--- config.mk ---
export PLATFORM = sky130hd
export DESIGN_NAME = sabs_search
export DESIGN_NICKNAME = d
export VERILOG_FILES = /design/src/rtl/core/sabs_pkg.sv /design/src/rtl/core/sabs_search.sv
export SDC_FILE = /design/constraint.sdc
export NUM_CORES = 1
export LEC_CHECK = 0
export BUFFER_PORTS_ARGS = -buffer_cell sky130_fd_sc_hd__buf_2
export CAP_MARGIN = 10
export CORE_ASPECT_RATIO = 0.7
export CORE_MARGIN = 2
export CORE_UTILIZATION = 35
export CTS_CLUSTER_DIAMETER = 120
export CTS_CLUSTER_SIZE = 10
export DETAILED_ROUTE_END_ITERATION = 8
export RECOVER_POWER = 100
export SLEW_MARGIN = 20
export SYNTH_ARGS = -nofsm -noshare
export SYNTH_HDL_FRONTEND = slang
export SYNTH_SLANG_ARGS = --single-unit
--- constraint.sdc ---
create_clock -name clk -period 6.6 [get_ports clk]
set_clock_uncertainty 0.05 [all_clocks]
set_input_delay 0.33 -clock clk [delete_from_list [all_inputs] [get_ports clk]]
set_output_delay 0.33 -clock clk [all_outputs]
set_load 0.02 [all_outputs]
--- src/rtl/core/sabs_pkg.sv ---
// Shared constants, codes and types of the sorted array binary search block.
package sabs_pkg;

	// Store geometry.
	localparam int STORE_DEPTH = 1024;
	localparam int DATA_W      = 32;
	localparam int IDX_W       = $clog2(STORE_DEPTH);
	localparam int CNT_W       = $clog2(STORE_DEPTH + 1);
	localparam int BND_W       = IDX_W + 2;

	// Result field widths, fixed by the port list.
	localparam int MATCH_W = 10;
	localparam int PROBE_W = 4;
	localparam logic [PROBE_W-1:0] PROBE_MAX = '1;

	// Command codes.
	typedef enum logic [1:0] {
		OP_CLEAR  = 2'd0,
		OP_APPEND = 2'd1,
		OP_SEARCH = 2'd2,
		OP_NONE   = 2'd3
	} sabs_op_t;

	// Search sequencer states.
	typedef enum logic {
		ST_IDLE,
		ST_PROBE
	} sabs_state_t;

	// One search result word.
	typedef struct packed {
		logic               found;
		logic [IDX_W-1:0]   index;
		logic [PROBE_W-1:0] probes;
	} sabs_result_t;

endpackage

--- src/rtl/core/sabs_search.sv ---
// Binary search sequencer: one store probe per cycle against the registered read data.
module sabs_search import sabs_pkg::*; (
	input  logic                     clk,
	input  logic                     arst_n,
	input  logic                     go,
	input  logic signed [DATA_W-1:0] key,
	input  logic [CNT_W-1:0]         count,
	input  logic [DATA_W-1:0]        rd_data,
	output logic                     rd_en,
	output logic [IDX_W-1:0]         rd_addr,
	output logic                     busy,
	output logic                     res_valid,
	output sabs_result_t             res
);

	sabs_state_t              state_q, state_d;
	logic signed [BND_W-1:0]  lo_q, hi_q, lo_n, hi_n, mid_ext;
	logic [IDX_W-1:0]         mid_q, mid0, mid_n;
	logic signed [DATA_W-1:0] key_q, elem;
	logic [PROBE_W-1:0]       probes_q, probes_n;
	logic                     hit, go_right, more, empty;
	logic                     res_load;
	sabs_result_t             res_d, res_q;
	logic                     res_valid_q;

	// Probe datapath: compare the element read at mid and narrow the bounds.
	always_comb begin
		elem     = $signed(rd_data);
		hit      = (elem == key_q);
		go_right = (key_q > elem);
		mid_ext  = $signed({2'b00, mid_q});
		lo_n     = go_right ? mid_ext + BND_W'(1) : lo_q;
		hi_n     = go_right ? hi_q : mid_ext - BND_W'(1);
		more     = (lo_n <= hi_n);
		mid_n    = IDX_W'(lo_n + ((hi_n - lo_n) >>> 1));
		probes_n = (probes_q == PROBE_MAX) ? probes_q : probes_q + PROBE_W'(1);
		empty    = (count == '0);
		mid0     = IDX_W'((count - CNT_W'(1)) >> 1);
	end

	// Next state.
	always_comb begin
		state_d = state_q;
		case (state_q)
			ST_IDLE: begin
				if (go && !empty) begin
					state_d = ST_PROBE;
				end
			end
			ST_PROBE: begin
				if (hit || !more) begin
					state_d = ST_IDLE;
				end
			end
			default: state_d = ST_IDLE;
		endcase
	end

	// Outputs of the sequencer: memory read request and result capture.
	always_comb begin
		rd_en    = 1'b0;
		rd_addr  = mid0;
		res_load = 1'b0;
		res_d    = '0;
		case (state_q)
			ST_IDLE: begin
				if (go) begin
					rd_en    = !empty;
					res_load = empty;
				end
			end
			ST_PROBE: begin
				res_d.probes = probes_n;
				if (hit) begin
					res_load    = 1'b1;
					res_d.found = 1'b1;
					res_d.index = mid_q;
				end else if (more) begin
					rd_en   = 1'b1;
					rd_addr = mid_n;
				end else begin
					res_load = 1'b1;
				end
			end
			default: begin
				rd_en = 1'b0;
			end
		endcase
	end

	// Control registers.
	always_ff @(posedge clk or negedge arst_n) begin
		if (!arst_n) begin
			state_q     <= ST_IDLE;
			res_valid_q <= 1'b0;
		end else begin
			state_q     <= state_d;
			res_valid_q <= res_load;
		end
	end

	// Bounds, key, probe count and the result word.
	always_ff @(posedge clk) begin
		if (state_q == ST_IDLE) begin
			lo_q     <= '0;
			hi_q     <= $signed({1'b0, count}) - BND_W'(1);
			mid_q    <= mid0;
			key_q    <= key;
			probes_q <= '0;
		end else begin
			lo_q     <= lo_n;
			hi_q     <= hi_n;
			mid_q    <= mid_n;
			probes_q <= probes_n;
		end
		if (res_load) begin
			res_q <= res_d;
		end
	end

	assign busy      = (state_q != ST_IDLE);
	assign res_valid = res_valid_q;
	assign res       = res_q;

	// A result appears only after a probe cycle or a search of an empty store.
	a_res_origin: assert property (@(posedge clk) disable iff (!arst_n)
		res_valid_q |-> $past(state_q == ST_PROBE || (go && empty)))
		else $error("result without a search");

	// A hit always costs at least one probe.
	a_hit_probes: assert property (@(posedge clk) disable iff (!arst_n)
		res_valid_q && res_q.found |-> res_q.probes != '0)
		else $error("hit with zero probes");

	// While probing, the window is non-empty and lies inside the filled part.
	a_window: assert property (@(posedge clk) disable iff (!arst_n)
		state_q == ST_PROBE |-> (lo_q <= hi_q) && (hi_q < $signed({1'b0, count})))
		else $error("search window out of range");

	// Every probe cycle is fed by a read issued in the cycle before.
	a_read_fed: assert property (@(posedge clk) disable iff (!arst_n)
		state_q == ST_PROBE |-> $past(rd_en))
		else $error("probe without a preceding read");

endmodule

==> flow_summary.yaml, run 1 <==
floorplanning:
  dieArea_sq_um: 16970
  die_w_microns: 154.9
  io_pins: 106
  rows: 38
  core_sq_um: 15550
  initial_core_util_pct: 35.86
  fp.dieH_microns: 109.6
global_route:
  grt_pass1_wl_mm: 23.59
  track_usage_pct: 17.92
  grt_max_degree: 62
  gr-total-overflow: 0
  antenna_found_initial: 0
  grt_pass1_vias: 4561
synth:
  synth_most_common_cell: "inv_1"
  synth_top_area_share_pct: 25.31
  synth_area_leaders: "edfxtp_1, ha_1, dfxtp_1"
  synth_fa_ha_area_share_pct: 15.71
  synth_cells: 581
  syn-num-nets: 727
  yosys_register_bits: 87
  synth_top_cell_by_area: "edfxtp_1"
  syn_area_sq_um: 5575
  synthArstFlopShare_pct: 2.299
  ys_seq_area_share_pct: 39.86
  netlist-cell-type-count: 63
  synth.area.mux_share_pct: 3.793
  synth-simple-area-share_pct: 13.46
  synthTopCellsByCount: "inv_1, ha_1, a21oi_1"
  synthFlopType: "edfxtp_1"
  syn_area_per_cell_sq_um: 9.596
  synth-edff-count: 47
  synth_top_family_by_area: "adder cells"
  synth_xor_area_share_pct: 7.540
  synth-compound-area-share_pct: 13.31
  yosysWarnings: 0
final_layout:
  final_area_sq_um: 6838
  n_antenna_cell: 0
  fin_nets: 847
  drive_gt1_share_pct: 21.95
  syn_to_final_growth_pct: 22.64
flow_run:
  maxCapViolCount: 2
sta:
  setup_viol: 0
  fin_crit_ns: 6.395
  fmax_ghz: 0.1564
  maxSlewViolCount: 97
  period_share_pct: 96.89
  worstMarginPinSlew_ns: 3.139
  finalHoldViolations: 0
  slew_headroom_pct: -109.2
critical_path:
  required_ns: 6.22
  rrSetupSlack_ns: 0.77
  crit_path_end_kind: "output pin"
  crit_path_start_kind: "flop"
  crit_type: "reg2out"
  r2r_cells: 20
  crit_arrival_ns: 6.01
  endpoint: "rd_addr[8]"
  timing.rr.start: "key_q[17]"
  rr_endpoint: "res[10]"
  crit_path_max_fanout: 8
  startpoint: "key_q[30]"
drt:
  drc: 0
  vias_per_cell: 5.079
  drt_wl_total_mm: 14.70
  num_vias: 4602
  wl_per_cell_microns: 16.23
  drtAntennaViolNets: 0
  drtPass1Iterations: 5
  drt_iter0_drc: 309
min_path:
  hold_class: "in2reg"
clock_network:
  cts_buffer_depth: 2
  cts_tree: "yes"
  cts_sinks: 87
  cts-root-buf: "clkbuf_16"
  htreeDepth: 3
  clkLatencyLatePin_ns: 0.34
  numCtsBuffers: 9
  clkTransAtPathRegs_ns: 0.06
place:
  place_area_sq_um: 6351
  place_hpwl_mm: 11.48
  port_buffers: 105
  place_congestion: 0.8310
run_status:
  violations: "capacitance limit, slew limit"
  status: "finished, violations left"
-- registers in the layout, indices dropped and copies added, names as in the netlist --
name       cells
busy           1
hi_q          12
key_q         32
lo_q          12
mid_q         10
probes_q       4
res           15
res_valid      1
-- final cells by class --
type                       instances  area (sq um)
sequential                        87          2222
clock inverter                     2         13.76
timing repair buffer             128         676.9
fill                            1526          8710
tap                              200         250.2
clock buffer                      14         275.3
inverter                          72         270.3
multi-input combinational        403          3129
-- cell usage in the layout (no fill, tap or decap), types with 3 or more instances in the layout --
cell type,instances
or3_1,3
buf_4,19
buf_2,86
nand3_1,12
mux2_2,3
nor2b_1,5
clkbuf_1,23
o21bai_1,3
and2_1,6
edfxtp_1,47
nor3_1,15
mux2i_1,13
xor2_1,16
nor2_1,42
inv_1,71
a21oi_2,4
ha_1,63
and3_1,12
nand2_1,28
and2_0,5
dfxtp_1,38
o21ai_2,3
o21ai_0,12
clkbuf_16,10
a21oi_1,54
nand4_1,7
xnor2_1,31
a21o_1,10
-- worst max-delay path, stage by stage, from the launching register on --
cell	delay [ns]
edfxtp_1	0.37
ha_1	0.33
nand4_1	0.22
nor4_4	0.45
buf_4	0.18
a21oi_2	0.04
o211ai_1	0.17
buf_4	0.19
o311ai_4	0.16
nand2_8	0.16
mux2_2	0.37
ha_1	0.24
fa_2	0.42
inv_1	0.07
ha_1	0.16
inv_1	0.06
fa_2	0.35
inv_1	0.09
a21oi_2	0.07
nand3b_1	0.16
o311a_1	0.14
o21ai_2	0.25
a21boi_2	0.10
o41ai_2	0.39
xnor2_1	0.20
mux2i_1	0.12
buf_4	0.19
-- through the flow --
step                      setup TNS, ns  util, %  instances  setup WS [ns]  hold slack [ns]
final                                 0    43.98        906         0.2053           0.1167
after global routing           -0.05132    43.98        906       -0.05132          0.09942
after CTS                             0    43.01        896        0.01430           0.1052
after detailed placement              0    40.85        877         0.1302          0.07127
after global placement                0    40.85        877         0.3040          0.06826
after floorplan                       0        -        581         0.4715         -0.01559
-- kinds of logic (layout without fill, tap and decap cells) --
family / Yosys count / in the layout
flip-flops: 87 / 87
buffers and inverters: 92 / 216
AND/OR/NAND/NOR: 150 / 151
adder cells (fa/ha/maj): 69 / 69
XOR/XNOR: 48 / 48
AO/OA/AOI/OAI: 116 / 116
multiplexers: 19 / 19
-- metal layers --
layer	vias up	routed length, microns	GRT usage [%]
li1	2270	-	-
met1	2218	7484	26.42
met2	106	6450	27.81
met3	8	663	3.390
met4	0	102	2.910
met5	-	0	0
-- worst min path at each step --
| stage | end | startpoint | cells past startpoint |
|---|---|---|---|
| floorplan | busy | arst_n | 0 |
| CTS | key_q[22] | key[22] | 1 |
| detailed placement | res_valid | arst_n | 1 |
| finish | key_q[22] | key[22] | 1 |
| global placement | res_valid | arst_n | 1 |
| global route | key_q[10] | key[10] | 1 |
-- timing repair --
item	CTS	global route
resized for setup	4	25
pin swaps	3	11
setup endpoints to repair	4	11
cloned	0	1
endpoints found under the hold margin	2	0
setup buffers	2	9
hold buffers	1	0
Power of run 1 is not shown: default switching activity piles up to over one toggle a cycle in this logic, so the estimate is an artifact.
==> inputs of run 2 (changes only) <==
Settings changed: CTS_BUF_LIST set to sky130_fd_sc_hd__clkbuf_2, PLACE_DENSITY set to 0.61.
==> run 2 against run 1 <==
Compared with the run above:
- first-iteration DRC count is 14% lower
- die area stayed put
- final cell count is 4.6% higher
- worst hold slack worse by 0.046 ns
- sequential cell count stayed put
- wire length is 4.8% higher
- sequential share of layout area is 1.7 points lower
- the run still ends with capacitance limit, slew limit left
==> flow_summary.yaml, run 2 (synthesis results as in run 1) <==
run_status:
  status: "finished, violations left"
  violations: "capacitance limit, slew limit"
drt:
  vias_per_cell: 5.084
  drc: 0
  drt_wl_total_mm: 15.41
  num_vias: 4820
  drtPass1Iterations: 5
  drt_iter0_drc: 267
  drtAntennaViolNets: 0
  wl_per_cell_microns: 16.25
sta:
  period_share_pct: 96.91
  slew_headroom_pct: -110.5
  fin_crit_ns: 6.396
  finalHoldViolations: 0
  worstMarginPinSlew_ns: 3.157
  setup_viol: 0
  maxSlewViolCount: 62
  setup_ws_ns: 0.2038
  fmax_ghz: 0.1563
  rsz0062_at_grt: "true"
floorplanning:
  dieArea_sq_um: 16970
  core_sq_um: 15550
  fp.dieH_microns: 109.6
  io_pins: 106
  rows: 38
  die_w_microns: 154.9
  initial_core_util_pct: 35.86
final_layout:
  syn_to_final_growth_pct: 29.47
  largest-register: "key_q"
  fin_nets: 889
  largest_reg_flops: 32
  n_antenna_cell: 0
  drive_gt1_share_pct: 25.13
  fin_cells: 948
  fillers: 1477
  final_cell_mix: "buf_2, inv_1, ha_1"
  final_util_pct: 46.43
  final_common_cell: "buf_2"
critical_path:
  crit_slowest_cell: "o311ai_4"
  crit_family: "compound AO/OA/AOI/OAI gates"
  crit_type: "reg2out"
  crit_path_end_kind: "output pin"
  crit_arrival_ns: 6.02
  crit_path_start_kind: "flop"
  slowest_delay_ns: 0.49
  crit_path_max_fanout: 8
  cp_num_buf_inv: 5
  required_ns: 6.22
flow_run:
  maxCapViolCount: 1
global_route:
  gr-total-overflow: 0
  antenna_found_initial: 0
  track_usage_pct: 18.49
  grt_pass1_vias: 4797
  grt_max_degree: 62
  grt_pass1_wl_mm: 24.35
clock_network:
  cts_sinks: 87
  cts-root-buf: "clkbuf_2"
  clkLatencyLatePin_ns: 0.54
  numCtsBuffers: 9
  clkTransAtPathRegs_ns: 0.22
  cts_tree: "yes"
  cts_buffer_depth: 2
  htreeDepth: 3
min_path:
  hold_class: "in2reg"
place:
  dp_cells: 875
  port_buffers: 105
  place_hpwl_mm: 11.52
  dpl_worst_slack_ns: 0.1752
  place_congestion: 0.9010
==> run 2: cell types whose count changed in the layout (fill, tap and decap cells not counted), sizes merged <==
cell,previous run,this run
buf,106,115
bufinv,0,1
clkbuf,35,31
clkinvlp,0,1
dlygate4sd3,1,36
==> run 2: repair_timing <==
action,in CTS,in global routing
cloned,1,0
endpoints found under the setup margin,11,11
pin swaps,5,28
hold endpoints to repair,35,1
setup buffers,5,15
gates resized for setup,12,54
hold buffers,35,1
==> run 2: through the flow <==
step | TNS [ns] | hold WS (ns) | cell area (sq um)
2_1_floorplan | 0 | -0.01559 | 5575
3_3_place_gp | 0 | 0.06592 | 6336
3_5_place_dp | 0 | 0.06725 | 6336
4_1_cts | -0.07500 | 0.02304 | 6898
5_1_grt | -0.3760 | 0.04537 | 7218
6_report | 0 | 0.07040 | 7218
==> run 2: worst paths after layout <==
path	start	end	slack, ns	depth (start not counted)
setup / recovery	key_q[19]	rd_addr[8]	0.20	25
hold / removal	count[10]	hi_q[11]	0.07	4
setup reg to reg	key_q[27]	res[14]	1.03	20
hold reg to reg	lo_q[4]	lo_q[4]	0.49	2
max in group asynchronous	arst_n	busy	5.84	3
min in group asynchronous	arst_n	res_valid	0.54	3
==> run 2: final cells by class <==
type / instances / area (sq um) / area share [%]
clock buffer: 12 / 60.06 / 0.8320
multi-input combinational: 403 / 3272 / 45.33
sequential: 87 / 2222 / 30.79
clock inverter: 4 / 47.55 / 0.6587
timing repair buffer: 170 / 1096 / 15.18
inverter: 72 / 270.3 / 3.744
tap: 200 / 250.2 / 3.467
==> run 2: worst min-delay path, delay by kind of cell <==
kind | cells | cell delay, ns
and+or+nand+nor | 2 | 0.12
buffers and inverters | 1 | 0.11
AOI/OAI and AO/OA | 1 | 0.07
==> run 2: routing by layer <==
layer | global-route usage [%] | vias to the layer above | part of all wire [%] | wire, microns
li1 | - | 2345 | - | -
met1 | 26.21 | 2326 | 51 | 7817
met2 | 29.27 | 137 | 43 | 6682
met3 | 4.178 | 12 | 5.1 | 780
met4 | 3.505 | 0 | 0.80 | 124
met5 | 0 | - | 0 | 0
Power of run 2 is left out for the same reason.
==> inputs of run 3 (changes only) <==
==> constraint.sdc (replaced) <==
create_clock -name clk -period 6.6 [get_ports clk]
set_clock_uncertainty 0.05 [all_clocks]
set_input_delay 0.66 -clock clk [delete_from_list [all_inputs] [get_ports clk]]
set_output_delay 0.66 -clock clk [all_outputs]
set_load 0.02 [all_outputs]
==> run 3 against run 2 <==
Compared with the run above:
- the flow finishes with violations (capacitance limit, slew limit, setup timing)
- die area stayed put
- sequential cell count unchanged
- via count decreased by 1.2%
- register-to-register slack improved by 0.03 ns
- maximum frequency is 4.5% lower
- design area is 0.73% higher
- first-iteration DRC count increased by 1.5%
- wire length is 0.25% higher
- global-route usage is 0.10 points lower
- critical path depth up 1
- non-clock buffer count up 4
- final cell count grew 0.32%
- critical path type unchanged
- critical endpoint is now rd_addr[9]
- highest routed layer unchanged
==> flow_summary.yaml, run 3 (synthesis results as in run 1) <==
place:
  place_congestion: 0.8912
  dp_cells: 914
  dpl_worst_slack_ns: -0.2198
  place_hpwl_mm: 11.77
  port_buffers: 105
final_layout:
  fin_cells: 951
  n_antenna_cell: 0
  fin_nets: 892
  fillers: 1459
  final_common_cell: "buf_2"
  largest_reg_flops: 32
  drive_gt1_share_pct: 32.36
  largest-register: "key_q"
  syn_to_final_growth_pct: 30.41
  final_cell_mix: "buf_2, inv_1, buf_4"
flow_run:
  maxCapViolCount: 2
sta:
  maxSlewViolCount: 97
  worstMarginPinSlew_ns: 3.183
  fmax_ghz: 0.1493
  slew_headroom_pct: -112.2
  setup_ws_ns: -0.09982
  rsz0062_at_grt: "true"
  setup_viol: 3
  fin_crit_ns: 6.700
  period_share_pct: 101.5
  finalHoldViolations: 0
critical_path:
  crit_path_start_kind: "flop"
  crit_path_max_fanout: 6
  cp_num_buf_inv: 7
  crit_arrival_ns: 5.99
  slowest_delay_ns: 0.48
  required_ns: 5.89
  crit_type: "reg2out"
  crit_path_end_kind: "output pin"
  crit_top_cell: "buf_4"
  crit_slowest_cell: "edfxtp_1"
  crit_family: "compound AO/OA/AOI/OAI gates"
drt:
  drtAntennaViolNets: 0
  vias_per_cell: 5.008
  num_vias: 4763
  drt_wl_total_mm: 15.45
  drtPass1Iterations: 5
  wl_per_cell_microns: 16.24
  drc: 0
  drt_iter0_drc: 271
clock_network:
  clkLatencyLatePin_ns: 0.57
  cts_tree: "yes"
  cts_buffer_depth: 2
  htreeDepth: 3
  cts-root-buf: "clkbuf_2"
  cts_sinks: 87
  clkTransAtPathRegs_ns: 0.24
  numCtsBuffers: 9
min_path:
  hold_class: "in2reg"
global_route:
  grt_pass1_vias: 4817
  grt_pass1_wl_mm: 24.43
  track_usage_pct: 18.39
  antenna_found_initial: 0
  gr-total-overflow: 0
  grt_max_degree: 62
floorplanning:
  rows: 38
  die_w_microns: 154.9
  core_sq_um: 15550
  dieArea_sq_um: 16970
  fp.dieH_microns: 109.6
  initial_core_util_pct: 35.86
  io_pins: 106
run_status:
  violations: "capacitance limit, slew limit, setup timing"
  status: "finished, violations left"
## run 3: what timing repair did
item / 4_1_cts / 5_1_grt
setup buffers: 8 / 12
hold endpoints to repair: 2 / 0
hold buffers: 1 / 0
gates cloned: 0 / 0
resized for setup: 37 / 52
setup endpoints to repair: 6 / 11
pin swaps: 16 / 40
## run 3: routing by layer
layer | GRT usage (%) | share of wire, %
met1 | 26.39 | 50
met2 | 29.34 | 45
met3 | 3.114 | 4.4
met4 | 3.902 | 0.93
met5 | 0 | 0
## run 3: path summary, 6_finish.rpt
| kind | cells past startpoint | startpoint | end | slack (ns) |
|---|---|---|---|---|
| max | 26 | key_q[27] | rd_addr[9] | -0.1 |
| min | 1 | key[1] | key_q[1] | 0.20 |
| max reg2reg | 26 | key_q[27] | mid_q[9] | 1.06 |
| min reg2reg | 1 | probes_q[2] | probes_q[2] | 0.53 |
| max in group asynchronous | 2 | arst_n | res_valid | 6.06 |
| min in group asynchronous | 2 | arst_n | busy | 0.33 |
## run 3: area by class of cell
class                      instances  area [sq um]  share of cell area, %
clock inverter                     7         48.80                 0.6711
timing repair buffer             174          1067                  14.68
sequential                        87          2222                  30.56
tap                              200         250.2                  3.442
clock buffer                       9         45.04                 0.6195
multi-input combinational        402          3367                  46.31
inverter                          72         270.3                  3.717
## run 3: stage by stage
stage	util (%)	hold WS, ns	setup TNS, ns	instance area (sq um)
floorplan	-	0.3144	-0.06004	5585
CTS	44.78	0.1594	0	6962
global route	46.76	0.1532	-1.270	7271
detailed placement	42.68	0.3966	-0.2937	6636
finish	46.76	0.1952	-0.1783	7271
global placement	42.68	0.3971	0	6636
Power of run 3 is left out for the same reason.
